--- src/hdl/ocp_pkg.sv ---
// Shared constants, types and tables for the orbit camera position block.
// No dependencies; imported by ocp_ctrl, ocp_datapath and the top level.
package ocp_pkg;

   localparam int CORDIC_STEPS = 16;
   localparam int TABLE_LEN    = 24;
   localparam int STEP_W       = $clog2(CORDIC_STEPS);
   localparam int CW           = 34;

   localparam int CSR_INDEX_W = 2;
   localparam int CSR_DATA_W  = 16;

   localparam logic [CSR_INDEX_W-1:0] CSR_ZOOM_MIN  = 2'd0;
   localparam logic [CSR_INDEX_W-1:0] CSR_ZOOM_MAX  = 2'd1;
   localparam logic [CSR_INDEX_W-1:0] CSR_PITCH_MIN = 2'd2;
   localparam logic [CSR_INDEX_W-1:0] CSR_PITCH_MAX = 2'd3;

   localparam logic [15:0] ZOOM_MIN_RESET  = 16'd256;
   localparam logic [15:0] ZOOM_MAX_RESET  = 16'd5120;
   localparam logic [15:0] PITCH_MIN_RESET = 16'd0;
   localparam logic [15:0] PITCH_MAX_RESET = 16'd16383;
   localparam logic [15:0] ZOOM_RESET      = 16'd1280;

   localparam logic signed [CW-1:0] CORDIC_GAIN = 34'sd652032874;

   // atan(2^-i) in units of 2^32 per turn
   localparam logic [31:0] ATAN_TABLE [TABLE_LEN] = '{
      32'h20000000, 32'h12E4051E, 32'h09FB385B, 32'h051111D4, 32'h028B0D43, 32'h0145D7E1,
      32'h00A2F61E, 32'h00517C55, 32'h0028BE53, 32'h00145F2F, 32'h000A2F98, 32'h000517CC,
      32'h00028BE6, 32'h000145F3, 32'h0000A2FA, 32'h0000517D, 32'h000028BE, 32'h0000145F,
      32'h00000A30, 32'h00000518, 32'h0000028C, 32'h00000146, 32'h000000A3, 32'h00000051
   };

   typedef enum logic [3:0] {
      ST_IDLE,
      ST_UPDATE,
      ST_YAW_INIT,
      ST_YAW_ITER,
      ST_PITCH_INIT,
      ST_PITCH_ITER,
      ST_PITCH_SAVE,
      ST_MUL_HS,
      ST_MUL_HC,
      ST_MUL_OZ,
      ST_MUL_OX,
      ST_MUL_OY,
      ST_WRITE
   } state_type;

   typedef enum logic [2:0] {
      MS_SY_CP,
      MS_CY_CP,
      MS_SP_ZOOM,
      MS_HS_ZOOM,
      MS_HC_ZOOM
   } mul_sel_type;

   typedef enum logic [2:0] {
      SV_NONE,
      SV_HS,
      SV_HC,
      SV_OZ,
      SV_OX
   } store_sel_type;

   typedef struct packed {
      logic                load_item;
      logic                update_pose;
      logic                cordic_init;
      logic                cordic_pitch;
      logic                cordic_step;
      logic [STEP_W-1:0]   step_index;
      logic                save_yaw;
      logic                save_pitch;
      logic                mul_en;
      mul_sel_type         mul_sel;
      store_sel_type       store_sel;
      logic                write_out;
   } dp_cmd_type;

endpackage

--- src/hdl/ocp_datapath.sv ---
// Datapath of the orbit camera: pose registers, shared CORDIC, one multiplier,
// saturating output adders. Depends on ocp_pkg; driven by ocp_ctrl commands.
module ocp_datapath (
   input  logic                               clock,
   input  logic                               reset,
   input  logic                               csr_we,
   input  logic [ocp_pkg::CSR_INDEX_W-1:0]    csr_index,
   input  logic [ocp_pkg::CSR_DATA_W-1:0]     csr_wdata,
   input  ocp_pkg::dp_cmd_type                cmd,
   input  logic signed [15:0]                 req_zoom_delta,
   input  logic signed [15:0]                 req_yaw_delta,
   input  logic signed [15:0]                 req_pitch_delta,
   input  logic signed [31:0]                 req_target_x,
   input  logic signed [31:0]                 req_target_y,
   input  logic signed [31:0]                 req_target_z,
   output logic signed [31:0]                 rsp_eye_x,
   output logic signed [31:0]                 rsp_eye_y,
   output logic signed [31:0]                 rsp_eye_z
);
   import ocp_pkg::*;

   function automatic logic signed [31:0] sat32(input logic signed [32:0] v);
      logic signed [31:0] r;
      if (v[32] != v[31]) begin
         r = v[32] ? 32'sh80000000 : 32'sh7FFFFFFF;
      end else begin
         r = v[31:0];
      end
      return r;
   endfunction

   logic [15:0] zoom_min_ff, zoom_max_ff, pitch_min_ff, pitch_max_ff;
   logic [15:0] zoom_ff, yaw_ff, pitch_ff;
   logic signed [15:0] dz_ff, dy_ff, dp_ff;
   logic signed [31:0] tx_ff, ty_ff, tz_ff;
   logic signed [CW-1:0] x_ff, y_ff, z_ff;
   logic flip_ff;
   logic signed [31:0] cy_ff, sy_ff, cp_ff, sp_ff;
   logic signed [31:0] hs_ff, hc_ff, oz_ff, ox_ff;
   logic signed [63:0] prod_ff;
   logic signed [31:0] eye_x_ff, eye_y_ff, eye_z_ff;

   // pose update
   logic signed [17:0] zoom_sum, zoom_hi, zoom_lo_lim, zoom_hi_lim, zoom_new;
   logic signed [16:0] pitch_sum, pitch_hi, pitch_lo_lim, pitch_hi_lim, pitch_new;

   always_comb begin
      zoom_sum     = $signed({2'b00, zoom_ff}) + $signed({{2{dz_ff[15]}}, dz_ff});
      zoom_hi_lim  = $signed({2'b00, zoom_max_ff});
      zoom_lo_lim  = $signed({2'b00, zoom_min_ff});
      zoom_hi      = (zoom_sum > zoom_hi_lim) ? zoom_hi_lim : zoom_sum;
      zoom_new     = (zoom_hi < zoom_lo_lim) ? zoom_lo_lim : zoom_hi;
      pitch_sum    = $signed({pitch_ff[15], pitch_ff}) + $signed({dp_ff[15], dp_ff});
      pitch_hi_lim = $signed({pitch_max_ff[15], pitch_max_ff});
      pitch_lo_lim = $signed({pitch_min_ff[15], pitch_min_ff});
      pitch_hi     = (pitch_sum > pitch_hi_lim) ? pitch_hi_lim : pitch_sum;
      pitch_new    = (pitch_hi < pitch_lo_lim) ? pitch_lo_lim : pitch_hi;
   end

   // CORDIC start and step
   logic [15:0] angle, angle_rot, angle_red;
   logic        fold;
   logic signed [CW-1:0] dx, dy, atan_step, x_neg, y_neg;

   always_comb begin
      angle     = cmd.cordic_pitch ? pitch_ff : yaw_ff;
      angle_rot = angle + 16'h4000;
      fold      = angle_rot[15];
      angle_red = fold ? (angle ^ 16'h8000) : angle;
      dx        = y_ff >>> cmd.step_index;
      dy        = x_ff >>> cmd.step_index;
      atan_step = $signed({{(CW-32){1'b0}}, ATAN_TABLE[cmd.step_index]});
      x_neg     = -x_ff;
      y_neg     = -y_ff;
   end

   // shared multiplier
   logic signed [31:0] mul_a, mul_b, zoom_ext;
   logic signed [63:0] prod_sh30, prod_sh22;

   always_comb begin
      zoom_ext = $signed({16'h0000, zoom_ff});
      case (cmd.mul_sel)
         MS_SY_CP:   begin mul_a = sy_ff; mul_b = cp_ff;    end
         MS_CY_CP:   begin mul_a = cy_ff; mul_b = cp_ff;    end
         MS_SP_ZOOM: begin mul_a = sp_ff; mul_b = zoom_ext; end
         MS_HS_ZOOM: begin mul_a = hs_ff; mul_b = zoom_ext; end
         MS_HC_ZOOM: begin mul_a = hc_ff; mul_b = zoom_ext; end
         default:    begin mul_a = sy_ff; mul_b = cp_ff;    end
      endcase
      prod_sh30 = prod_ff >>> 30;
      prod_sh22 = prod_ff >>> 22;
   end

   // configuration registers
   always_ff @(posedge clock) begin
      if (reset) begin
         zoom_min_ff  <= ZOOM_MIN_RESET;
         zoom_max_ff  <= ZOOM_MAX_RESET;
         pitch_min_ff <= PITCH_MIN_RESET;
         pitch_max_ff <= PITCH_MAX_RESET;
      end else if (csr_we) begin
         case (csr_index)
            CSR_ZOOM_MIN:  zoom_min_ff  <= csr_wdata;
            CSR_ZOOM_MAX:  zoom_max_ff  <= csr_wdata;
            CSR_PITCH_MIN: pitch_min_ff <= csr_wdata;
            CSR_PITCH_MAX: pitch_max_ff <= csr_wdata;
            default: ;
         endcase
      end
   end

   // pose state
   always_ff @(posedge clock) begin
      if (reset) begin
         zoom_ff  <= ZOOM_RESET;
         yaw_ff   <= '0;
         pitch_ff <= '0;
      end else if (cmd.update_pose) begin
         zoom_ff  <= zoom_new[15:0];
         yaw_ff   <= yaw_ff + dy_ff;
         pitch_ff <= pitch_new[15:0];
      end
   end

   // payload registers
   always_ff @(posedge clock) begin
      if (cmd.load_item) begin
         dz_ff <= req_zoom_delta;
         dy_ff <= req_yaw_delta;
         dp_ff <= req_pitch_delta;
         tx_ff <= req_target_x;
         ty_ff <= req_target_y;
         tz_ff <= req_target_z;
      end
      if (cmd.cordic_init) begin
         flip_ff <= fold;
         x_ff    <= CORDIC_GAIN;
         y_ff    <= '0;
         z_ff    <= $signed({{(CW-32){angle_red[15]}}, angle_red, 16'h0000});
      end else if (cmd.cordic_step) begin
         if (!z_ff[CW-1]) begin
            x_ff <= x_ff - dx;
            y_ff <= y_ff + dy;
            z_ff <= z_ff - atan_step;
         end else begin
            x_ff <= x_ff + dx;
            y_ff <= y_ff - dy;
            z_ff <= z_ff + atan_step;
         end
      end
      if (cmd.save_yaw) begin
         cy_ff <= flip_ff ? x_neg[31:0] : x_ff[31:0];
         sy_ff <= flip_ff ? y_neg[31:0] : y_ff[31:0];
      end
      if (cmd.save_pitch) begin
         cp_ff <= flip_ff ? x_neg[31:0] : x_ff[31:0];
         sp_ff <= flip_ff ? y_neg[31:0] : y_ff[31:0];
      end
      if (cmd.mul_en) begin
         prod_ff <= mul_a * mul_b;
      end
      case (cmd.store_sel)
         SV_HS:   hs_ff <= prod_sh30[31:0];
         SV_HC:   hc_ff <= prod_sh30[31:0];
         SV_OZ:   oz_ff <= prod_sh22[31:0];
         SV_OX:   ox_ff <= prod_sh22[31:0];
         default: ;
      endcase
      if (cmd.write_out) begin
         eye_x_ff <= sat32($signed({tx_ff[31], tx_ff}) - $signed({ox_ff[31], ox_ff}));
         eye_y_ff <= sat32($signed({ty_ff[31], ty_ff}) + $signed({prod_sh22[31], prod_sh22[31:0]}));
         eye_z_ff <= sat32($signed({tz_ff[31], tz_ff}) - $signed({oz_ff[31], oz_ff}));
      end
   end

   assign rsp_eye_x = eye_x_ff;
   assign rsp_eye_y = eye_y_ff;
   assign rsp_eye_z = eye_z_ff;

endmodule

--- src/hdl/ocp_ctrl.sv ---
// Sequencer for the orbit camera: walks pose update, two CORDIC passes and the
// multiply chain, and owns both handshakes. Depends on ocp_pkg.
module ocp_ctrl (
   input  logic                 clock,
   input  logic                 reset,
   input  logic                 req_valid,
   output logic                 req_ready,
   output logic                 rsp_valid,
   input  logic                 rsp_ready,
   output ocp_pkg::dp_cmd_type  cmd
);
   import ocp_pkg::*;

   state_type         state_ff, state_in;
   logic [STEP_W-1:0] step_ff, step_in;
   logic              rsp_valid_ff, rsp_valid_in;
   logic              last_step, out_free;

   always_ff @(posedge clock) begin
      if (reset) begin
         state_ff     <= ST_IDLE;
         step_ff      <= '0;
         rsp_valid_ff <= 1'b0;
      end else begin
         state_ff     <= state_in;
         step_ff      <= step_in;
         rsp_valid_ff <= rsp_valid_in;
      end
   end

   always_comb begin
      last_step = (step_ff == STEP_W'(CORDIC_STEPS - 1));
      out_free  = !rsp_valid_ff || rsp_ready;
      cmd       = '0;
      state_in  = state_ff;
      step_in   = step_ff;
      cmd.step_index = step_ff;
      case (state_ff)
         ST_IDLE: begin
            if (req_valid) begin
               cmd.load_item = 1'b1;
               state_in      = ST_UPDATE;
            end
         end
         ST_UPDATE: begin
            cmd.update_pose = 1'b1;
            state_in        = ST_YAW_INIT;
         end
         ST_YAW_INIT: begin
            cmd.cordic_init = 1'b1;
            step_in         = '0;
            state_in        = ST_YAW_ITER;
         end
         ST_YAW_ITER: begin
            cmd.cordic_step = 1'b1;
            if (last_step) begin
               step_in  = '0;
               state_in = ST_PITCH_INIT;
            end else begin
               step_in = step_ff + 1'b1;
            end
         end
         ST_PITCH_INIT: begin
            cmd.save_yaw     = 1'b1;
            cmd.cordic_init  = 1'b1;
            cmd.cordic_pitch = 1'b1;
            step_in          = '0;
            state_in         = ST_PITCH_ITER;
         end
         ST_PITCH_ITER: begin
            cmd.cordic_step = 1'b1;
            if (last_step) begin
               step_in  = '0;
               state_in = ST_PITCH_SAVE;
            end else begin
               step_in = step_ff + 1'b1;
            end
         end
         ST_PITCH_SAVE: begin
            cmd.save_pitch = 1'b1;
            state_in       = ST_MUL_HS;
         end
         ST_MUL_HS: begin
            cmd.mul_en  = 1'b1;
            cmd.mul_sel = MS_SY_CP;
            state_in    = ST_MUL_HC;
         end
         ST_MUL_HC: begin
            cmd.mul_en    = 1'b1;
            cmd.mul_sel   = MS_CY_CP;
            cmd.store_sel = SV_HS;
            state_in      = ST_MUL_OZ;
         end
         ST_MUL_OZ: begin
            cmd.mul_en    = 1'b1;
            cmd.mul_sel   = MS_SP_ZOOM;
            cmd.store_sel = SV_HC;
            state_in      = ST_MUL_OX;
         end
         ST_MUL_OX: begin
            cmd.mul_en    = 1'b1;
            cmd.mul_sel   = MS_HS_ZOOM;
            cmd.store_sel = SV_OZ;
            state_in      = ST_MUL_OY;
         end
         ST_MUL_OY: begin
            cmd.mul_en    = 1'b1;
            cmd.mul_sel   = MS_HC_ZOOM;
            cmd.store_sel = SV_OX;
            state_in      = ST_WRITE;
         end
         ST_WRITE: begin
            if (out_free) begin
               cmd.write_out = 1'b1;
               state_in      = ST_IDLE;
            end
         end
         default: begin
            state_in = ST_IDLE;
         end
      endcase

      if (cmd.write_out) begin
         rsp_valid_in = 1'b1;
      end else if (rsp_ready) begin
         rsp_valid_in = 1'b0;
      end else begin
         rsp_valid_in = rsp_valid_ff;
      end
   end

   assign req_ready = (state_ff == ST_IDLE);
   assign rsp_valid = rsp_valid_ff;

endmodule

--- src/hdl/orbit_camera_position.sv ---
// Top level of the orbit camera position block.
// Depends on ocp_pkg, ocp_ctrl and ocp_datapath.
//
// Each req transaction carries zoom, yaw and pitch deltas plus a look-at
// point; the block updates its stored pose (zoom and pitch clamped to the
// csr limits, yaw wrapping over the full turn) and returns one rsp
// transaction with the eye position on the sphere around the look-at point,
// in saturated signed Q16.16. The one shared CORDIC unit runs yaw and then
// pitch one step per cycle, followed by five products through the one
// 32 x 32 multiplier. The sequencer takes the next item only in its idle
// state, so it does not take a new item while the last one is still being
// computed. A new item is taken as soon as the sequencer is back to idle,
// even while the last result still waits in the output register; it only
// stalls before writing the output if that earlier result has not been
// taken. Write csr registers only while the block is idle.
module orbit_camera_position (
   input  logic                             clock,
   input  logic                             reset,
   // request channel
   input  logic                             req_valid,
   output logic                             req_ready,
   input  logic signed [15:0]               req_zoom_delta,
   input  logic signed [15:0]               req_yaw_delta,
   input  logic signed [15:0]               req_pitch_delta,
   input  logic signed [31:0]               req_target_x,
   input  logic signed [31:0]               req_target_y,
   input  logic signed [31:0]               req_target_z,
   // response channel
   output logic                             rsp_valid,
   input  logic                             rsp_ready,
   output logic signed [31:0]               rsp_eye_x,
   output logic signed [31:0]               rsp_eye_y,
   output logic signed [31:0]               rsp_eye_z,
   // configuration write port
   input  logic                             csr_we,
   input  logic [ocp_pkg::CSR_INDEX_W-1:0]  csr_index,
   input  logic [ocp_pkg::CSR_DATA_W-1:0]   csr_wdata
);
   import ocp_pkg::*;

   dp_cmd_type cmd;

   // sequencer: owns both handshakes and steps the datapath
   ocp_ctrl u_ctrl (
      .clock     (clock),
      .reset     (reset),
      .req_valid (req_valid),
      .req_ready (req_ready),
      .rsp_valid (rsp_valid),
      .rsp_ready (rsp_ready),
      .cmd       (cmd)
   );

   // datapath: pose, limits, CORDIC, multiplier and output register
   ocp_datapath u_datapath (
      .clock           (clock),
      .reset           (reset),
      .csr_we          (csr_we),
      .csr_index       (csr_index),
      .csr_wdata       (csr_wdata),
      .cmd             (cmd),
      .req_zoom_delta  (req_zoom_delta),
      .req_yaw_delta   (req_yaw_delta),
      .req_pitch_delta (req_pitch_delta),
      .req_target_x    (req_target_x),
      .req_target_y    (req_target_y),
      .req_target_z    (req_target_z),
      .rsp_eye_x       (rsp_eye_x),
      .rsp_eye_y       (rsp_eye_y),
      .rsp_eye_z       (rsp_eye_z)
   );

endmodule

--- config.mk ---
export PLATFORM = sky130hd
export DESIGN_NAME = orbit_camera_position
export DESIGN_NICKNAME = d
export VERILOG_FILES = /design/src/hdl/ocp_pkg.sv /design/src/hdl/ocp_datapath.sv /design/src/hdl/ocp_ctrl.sv /design/src/hdl/orbit_camera_position.sv
export SDC_FILE = /design/constraint.sdc
export NUM_CORES = 2
export LEC_CHECK = 0
export ABC_AREA = 0
export BUFFER_PORTS_ARGS = -buffer_cell sky130_fd_sc_hd__buf_2
export CORE_AREA = 10 10 395 397
export CTS_CLUSTER_SIZE = 10
export DETAILED_ROUTE_END_ITERATION = 10
export DIE_AREA = 0 0 405 407
export MAX_ROUTING_LAYER = met4
export PLACE_DENSITY = 0.72
export SKIP_LAST_GASP = 1
export SYNTH_ARGS = -nofsm -noshare
export SYNTH_HDL_FRONTEND = slang
export SYNTH_SLANG_ARGS = --single-unit
--- constraint.sdc ---
create_clock -name clock -period 24.1 [get_ports clock]
set_clock_uncertainty 0.05 [all_clocks]
set_input_delay 3.615 -clock clock [delete_from_list [all_inputs] [get_ports clock]]
set_output_delay 3.615 -clock clock [all_outputs]
set_load 0.02 [all_outputs]
---- Word-level counts from Yosys, hierarchy flattened ----
Memories as Yosys holds them, arrays and structs flattened.
Index checks and enable logic that the tools add are counted.
Widths: inputs -> output; s select.
word-level totals
  flip-flop bits (word level) ............. 782
  bits in read-only memories .............. 1024
  input port bits ......................... 167
  output and inout bits ................... 98
  logic and storage cells ................. 149
  memories kept ........................... 1
memories
  name             depth  width  read ports  clocked after memory_dff  wr ports  RTL line            text
  (no name shown)  32     32     1           0                         0         ocp_datapath.sv:72  atan_step = $signed({{(CW-32){1'b0}}, ATAN_TABLE[cmd.step_index]});
operators by class
  add/sub/neg operators ................... 16
  multiply operators ...................... 1
  order comparisons ....................... 5
  eq/ne operators ......................... 31
  shift operators ......................... 2
  mux-type cells .......................... 43
  bitwise logic cells ..................... 2
  reduce and logical (&&, ||, !) cells .... 15
operators with widths
  cell                count
  $mux 32             11
  $mux 34             5
  $pmux 32 s4         1
  $add 34x34->34      2
  $sshr 34x4->34      2
  $sub 34x34->34      2
  $sub 32x32->33      2
  $mux 16             4
  $neg 32->32         2
  $mul 32x32->62      1
  $pmux 4 s13         1
  $add 34x33->34      1
  $sub 34x33->34      1
  $add 32x32->33      1
  $eq 4x4->1 const B  6
  $mux 4              5
  $pmux 4 s5          1
  $add 17x16->18      1
  $gt 18x17->1        1
  $lt 18x17->1        1
  $mux 18             1
  $add 16x16->17      1
  $gt 17x16->1        1
  $lt 17x16->1        1
  other kinds (30)    60

---- Longest topological paths before layout ----
  depth in word-level cells ............... 8
  gate-level depth with buffers ........... 38
  mapped depth without buffers ............ 34

---- Hierarchy ----
A second synthesis with hierarchy kept.
unflattened totals
  cells, all modules ...................... 8130
  area, all modules ....................... 79970.4 µm²
modules (own cells, without submodules)
  module        instances  cells each  area an instance (µm²)
  ocp_datapath  1          8047        79361.1
  ocp_ctrl      1          83          609.3

---- Worst setup path before layout ----
No wires, ideal clock.
  path kind ............................... reg2reg
  start ................................... reg u_ctrl.state_ff[1]
  end ..................................... reg u_datapath.prod_ff[61], data pin
  setup time .............................. 260 ps
  arrival ................................. 9207 ps
  setup slack ............................. 14583 ps
  cell stages (with the launch flop) ...... 34
  path buffers ............................ 5
  clock period less this slack ............ 9517 ps
  path through ............................ dfxtp_1 clkbuf_1 clkbuf_1 clkbuf_1 clkbuf_1 a22oi_1 nor2_1 a21oi_1 o21ai_1 clkbuf_1 nand2_1 fa_1 inv_1 fa_1 fa_1 inv_1 fa_1 inv_1 fa_1 fa_1 fa_1 fa_1 ha_1 a21oi_1 o21a_1 o21ai_0 a2111oi_0 nor2_1 a221oi_1 nand2_1 a21oi_1 o311ai_1 a21oi_1 xnor2_1
between the ends
  word-level cells in the longest chain between the ends .. 6
  elaborated cells between the ends (all ways) .. 14
  those cells by class .................... mul (1); eq/ne (9); mux (3); reduce/logical (1)
RTL lines
  element                                          RTL line             text
  from (decl)                                      ocp_ctrl.sv:14       state_type state_ff, state_in;
  from (signal assigned)                           ocp_ctrl.sv:25       state_ff <= state_in;
  $eq 4x4->1 / $eq 4x3->1 (equally long branches)  ocp_ctrl.sv:38       case (state_ff)
  $pmux 4 s5 *                                     ocp_ctrl.sv:38
  $eq 3x2->1 / $eq 3x3->1 (equally long branches)  ocp_datapath.sv:83   case (cmd.mul_sel)
  $reduce_or 3->1 (no line)                        --
  $mux 32                                          ocp_datapath.sv:83
  $mul 32x32->62 *                                 ocp_datapath.sv:161  prod_ff <= mul_a * mul_b;
  to (signal assigned)                             ocp_datapath.sv:161
  to (decl)                                        ocp_datapath.sv:40   logic signed [63:0] prod_ff;
Mark *: on every way between the ends. The rest lies on a longest branch, timed or not.
A chain may end at the register's enable or synchronous reset.

---- Final worst setup path ----
  start ................................... reg u_ctrl.state_ff[3]
  end ..................................... reg u_datapath.prod_ff[59], data pin
The elaborated chain is that of the path after synthesis.

==> results.yml <==
grt:
  grt_start_max_net_pins: 91
  track_usage_pct: 31.19
  grt_pass1_vias: 63350
  grt_antenna_before_repair: 8
  grt.overflow.total: 0
  first_pass_grt_wire_length_um: 382400
synthesis:
  yosys_register_bits: 760
  synth.distinct_cells: 101
  seq_total_area_yosys_pct: 25.65
  post_synthesis_cell_area_mm2: 0.08096
  netlist_top_cells_area: "sky130_fd_sc_hd__fa_1, sky130_fd_sc_hd__edfxtp_1, sky130_fd_sc_hd__ha_1"
  postSynth.topFlopCell: "sky130_fd_sc_hd__edfxtp_1"
  ys_warn_count: 0
  synth_enable_flop_cells: 555
  avg_cell_area_syn_um2: 9.707
  postSynthNetCount: 10070
  synth.largest_area_cell: "sky130_fd_sc_hd__fa_1"
  syn_inst: 8340
  synth_top_cell_area_share_pct: 26.46
  async_flop_share_pct: 0
timing:
  fin_setup_tns_ns: 0
  layout_min_cycle_time_ns: 11.74
  final_hold_violation_count: 0
  slew_viol_final: 0
  fmax_ghz: 0.08518
  finalSetupViolCount: 0
  grt_setup_unrepaired: "false"
  slew-limit-headroom_pct: 15.72
  period_share_pct: 48.71
  worstMarginPinSlew_ns: 1.264
critical_path:
  endpoint_kind: "flip-flop"
  timing.critical_path.slowest_stage_cell: "sky130_fd_sc_hd__o21ai_2"
  critical_path_buf_inv_count: 7
  critPathMostFrequentCell: "sky130_fd_sc_hd__fa_1"
  type_of_the_setup_path_with_the_least_slack: "reg2reg"
  cp_max_fo: 70
  timing.critical_path.max_delay_family: "adder cells"
  cp_data_required_time_ns: 24.49
  timing.critical_path.slowest_cell_delay_ns: 0.91
  critPathArrivalTime_ns: 12.13
  timing.critical_path.from_type: "flip-flop"
die:
  die_outline_area_mm2: 0.1648
  effective_utilization_at_floorplan_pct: 54.89
  core_mm2: 0.1475
  std_cell_rows: 141
  ioPinCount: 265
  die_height_um: 407
  die_w_um: 405
worst_hold_path:
  timing.hold.worst.class: "reg2reg"
clock_network:
  post_cts_resize_count: 0
  clkTransAtPathRegs_ns: 0.06
  cts_inserted_buffers: 91
  clock_tree_buffer_depth: 3
  clock-sinks: 760
  insertion_delay_ns: 0.70
  tritoncts: "done"
  h-tree-depth: 3
  clock_tree.root_cell: "sky130_fd_sc_hd__clkbuf_16"
  post_cts_buffers: 0
  hold_buffers: 0
status:
  run_status: "finished, final reports clean"
detailed_routing:
  post_drt_via_cell_ratio: 6.012
  totalWireLength_um: 249400
  initialDrtViolationCount: 6032
  drt_first_pass_iters: 6
  drc: 0
  dr_total_vias: 62640
  residual_antenna_violating_net_count_after_detailed_routing: 0
  avgRoutedWirePerCell_um: 23.94
placed_design:
  buffer_ports.inserted: 264
  gpl.final_weighted_congestion: 0.9987
  dp_hpwl_um: 192400
job:
  number_of_max_cap_violations: 0
finish:
  nets: 10160
  syn2layout_area_growth_pct: 7.503
  layout-drive-gt1-share_pct: 8.971
  fillerInstances: 12470
==> metal layers <==
metal	GRT usage [%]	share of wire, %
met1	39.78	39
met4	12.66	4.7
met5	-	0
met2	48.88	47
met3	6.240	9.4
==> cells in the mapped netlist, types with 12 or more instances <==
| library cell | n |
|---|---|
| sky130_fd_sc_hd__o41ai_1 | 16 |
| sky130_fd_sc_hd__xnor2_1 | 277 |
| sky130_fd_sc_hd__a21oi_1 | 446 |
| sky130_fd_sc_hd__nand3_1 | 110 |
| sky130_fd_sc_hd__o21a_1 | 67 |
| sky130_fd_sc_hd__a31oi_1 | 58 |
| sky130_fd_sc_hd__nor2_1 | 741 |
| sky130_fd_sc_hd__clkbuf_1 | 327 |
| sky130_fd_sc_hd__o211ai_1 | 43 |
| sky130_fd_sc_hd__nor3_1 | 74 |
| sky130_fd_sc_hd__mux2_2 | 64 |
| sky130_fd_sc_hd__dfxtp_1 | 205 |
| sky130_fd_sc_hd__or4_1 | 12 |
| sky130_fd_sc_hd__mux4_2 | 90 |
| sky130_fd_sc_hd__ha_1 | 494 |
| sky130_fd_sc_hd__mux2i_1 | 108 |
| sky130_fd_sc_hd__fa_1 | 1070 |
| sky130_fd_sc_hd__o22ai_1 | 15 |
| sky130_fd_sc_hd__or3_1 | 17 |
| sky130_fd_sc_hd__a211o_1 | 15 |
| sky130_fd_sc_hd__nor3b_1 | 14 |
| sky130_fd_sc_hd__o21ai_0 | 282 |
| sky130_fd_sc_hd__o21ai_1 | 21 |
| sky130_fd_sc_hd__a211oi_1 | 37 |
| sky130_fd_sc_hd__maj3_1 | 12 |
| sky130_fd_sc_hd__buf_1 | 46 |
| sky130_fd_sc_hd__and2_1 | 54 |
| sky130_fd_sc_hd__nand2b_1 | 71 |
| sky130_fd_sc_hd__nand4_1 | 41 |
| sky130_fd_sc_hd__nor2b_1 | 50 |
| sky130_fd_sc_hd__nor4_1 | 22 |
| sky130_fd_sc_hd__a21o_1 | 156 |
| sky130_fd_sc_hd__o21bai_1 | 30 |
| sky130_fd_sc_hd__and3_1 | 42 |
| sky130_fd_sc_hd__a21boi_0 | 13 |
| sky130_fd_sc_hd__buf_2 | 26 |
| sky130_fd_sc_hd__o31ai_1 | 42 |
| sky130_fd_sc_hd__inv_1 | 1180 |
| sky130_fd_sc_hd__edfxtp_1 | 555 |
| sky130_fd_sc_hd__nand2_1 | 1040 |
| sky130_fd_sc_hd__or2_2 | 17 |
| sky130_fd_sc_hd__xor2_1 | 130 |
| sky130_fd_sc_hd__a22oi_1 | 22 |
==> logic make-up after synthesis <==
group / count (synthesis) / synth area share, %
simple gates: 2356 / 12.69
buf+inv: 1595 / 7.523
fa+ha+maj: 1576 / 34.24
compound gates: 1372 / 10.58
flops: 760 / 25.65
xor+xnor: 407 / 4.403
mux: 274 / 4.910
==> worst min-delay path: cells and delay by family (launching register included) <==
| family | cells | cell delay, ns |
|---|---|---|
| DFF | 1 | 0.31 |
| and+or+nand+nor | 2 | 0.10 |
==> final cells by class <==
type / instances / area [µm²] / area share, %
well taps: 1930 / 2415 / 2.775
repair buffers: 404 / 2376 / 2.730
clock buffers: 132 / 2491 / 2.862
multi-input cells: 5985 / 54230 / 62.31
clock inverters: 18 / 277.8 / 0.3191
diodes: 6 / 15.01 / 0.01725
inverters: 1184 / 4444 / 5.106
flip-flops and latches: 760 / 20780 / 23.88
==> cells in the final DEF (no fill, tap or decap), types with 35 or more instances in the layout <==
cell type,netlist,routed
sky130_fd_sc_hd__and3_1,42,42
sky130_fd_sc_hd__mux4_2,90,90
sky130_fd_sc_hd__clkbuf_1,327,35
sky130_fd_sc_hd__nand2_1,1040,1036
sky130_fd_sc_hd__mux2_2,64,64
sky130_fd_sc_hd__nor2_1,741,738
sky130_fd_sc_hd__nor3_1,74,73
sky130_fd_sc_hd__a21o_1,156,156
sky130_fd_sc_hd__xor2_1,130,130
sky130_fd_sc_hd__and2_1,54,54
sky130_fd_sc_hd__nand2b_1,71,69
sky130_fd_sc_hd__xnor2_1,277,277
sky130_fd_sc_hd__nor2b_1,50,48
sky130_fd_sc_hd__a31oi_1,58,58
sky130_fd_sc_hd__o21a_1,67,67
sky130_fd_sc_hd__buf_2,26,264
sky130_fd_sc_hd__inv_1,1180,1179
sky130_fd_sc_hd__o21ai_0,282,277
sky130_fd_sc_hd__fa_1,1070,1070
sky130_fd_sc_hd__ha_1,494,494
sky130_fd_sc_hd__o31ai_1,42,42
sky130_fd_sc_hd__a21oi_1,446,445
sky130_fd_sc_hd__mux2i_1,108,101
sky130_fd_sc_hd__o211ai_1,43,43
sky130_fd_sc_hd__nand4_1,41,41
sky130_fd_sc_hd__clkbuf_16,0,91
sky130_fd_sc_hd__dfxtp_1,205,199
sky130_fd_sc_hd__nand3_1,110,110
sky130_fd_sc_hd__buf_4,5,139
sky130_fd_sc_hd__edfxtp_1,555,555
sky130_fd_sc_hd__a211oi_1,37,37
==> metrics by stage <==
stage	setup WS (ns)	cells	utilization, %	hold WS (ns)	area, µm²
final	12.36	10420	59.01	0.4035	87030
after floorplan	14.58	8340	-	0.3715	80960
after global routing	11.92	10420	59.01	0.4163	87030
after detailed placement	12.30	10260	57.12	0.3947	84240
after CTS	12.29	10410	58.99	0.4040	87010
after global placement	12.63	10260	57.12	0.3805	84240
==> path summary, 6_finish.rpt <==
kind | startpoint | end | slack, ns | depth (start not counted)
max reg2reg | u_ctrl.state_ff[3]$_SDFFE_PP0P_ | u_datapath.prod_ff[59]$_DFFE_PN_ | 12.36 | 34
min | u_datapath.z_ff[0]$_SDFFE_PN0P_ | u_datapath.z_ff[0]$_SDFFE_PN0P_ | 0.40 | 2
min reg2reg | u_datapath.z_ff[0]$_SDFFE_PN0P_ | u_datapath.z_ff[0]$_SDFFE_PN0P_ | 0.40 | 2
max | u_ctrl.state_ff[3]$_SDFFE_PP0P_ | u_datapath.prod_ff[59]$_DFFE_PN_ | 12.36 | 34
==> sequential cells by signal, indices dropped and copies added (netlist names), 34 cells and up <==
signal	flops
u_datapath.prod_ff	40
u_datapath.x_ff	34
u_datapath.y_ff	34
u_datapath.z_ff	34
Power is left out: the tool's default activity adds up to more than one toggle a clock period on the data nets, which glitch-free logic cannot reach.
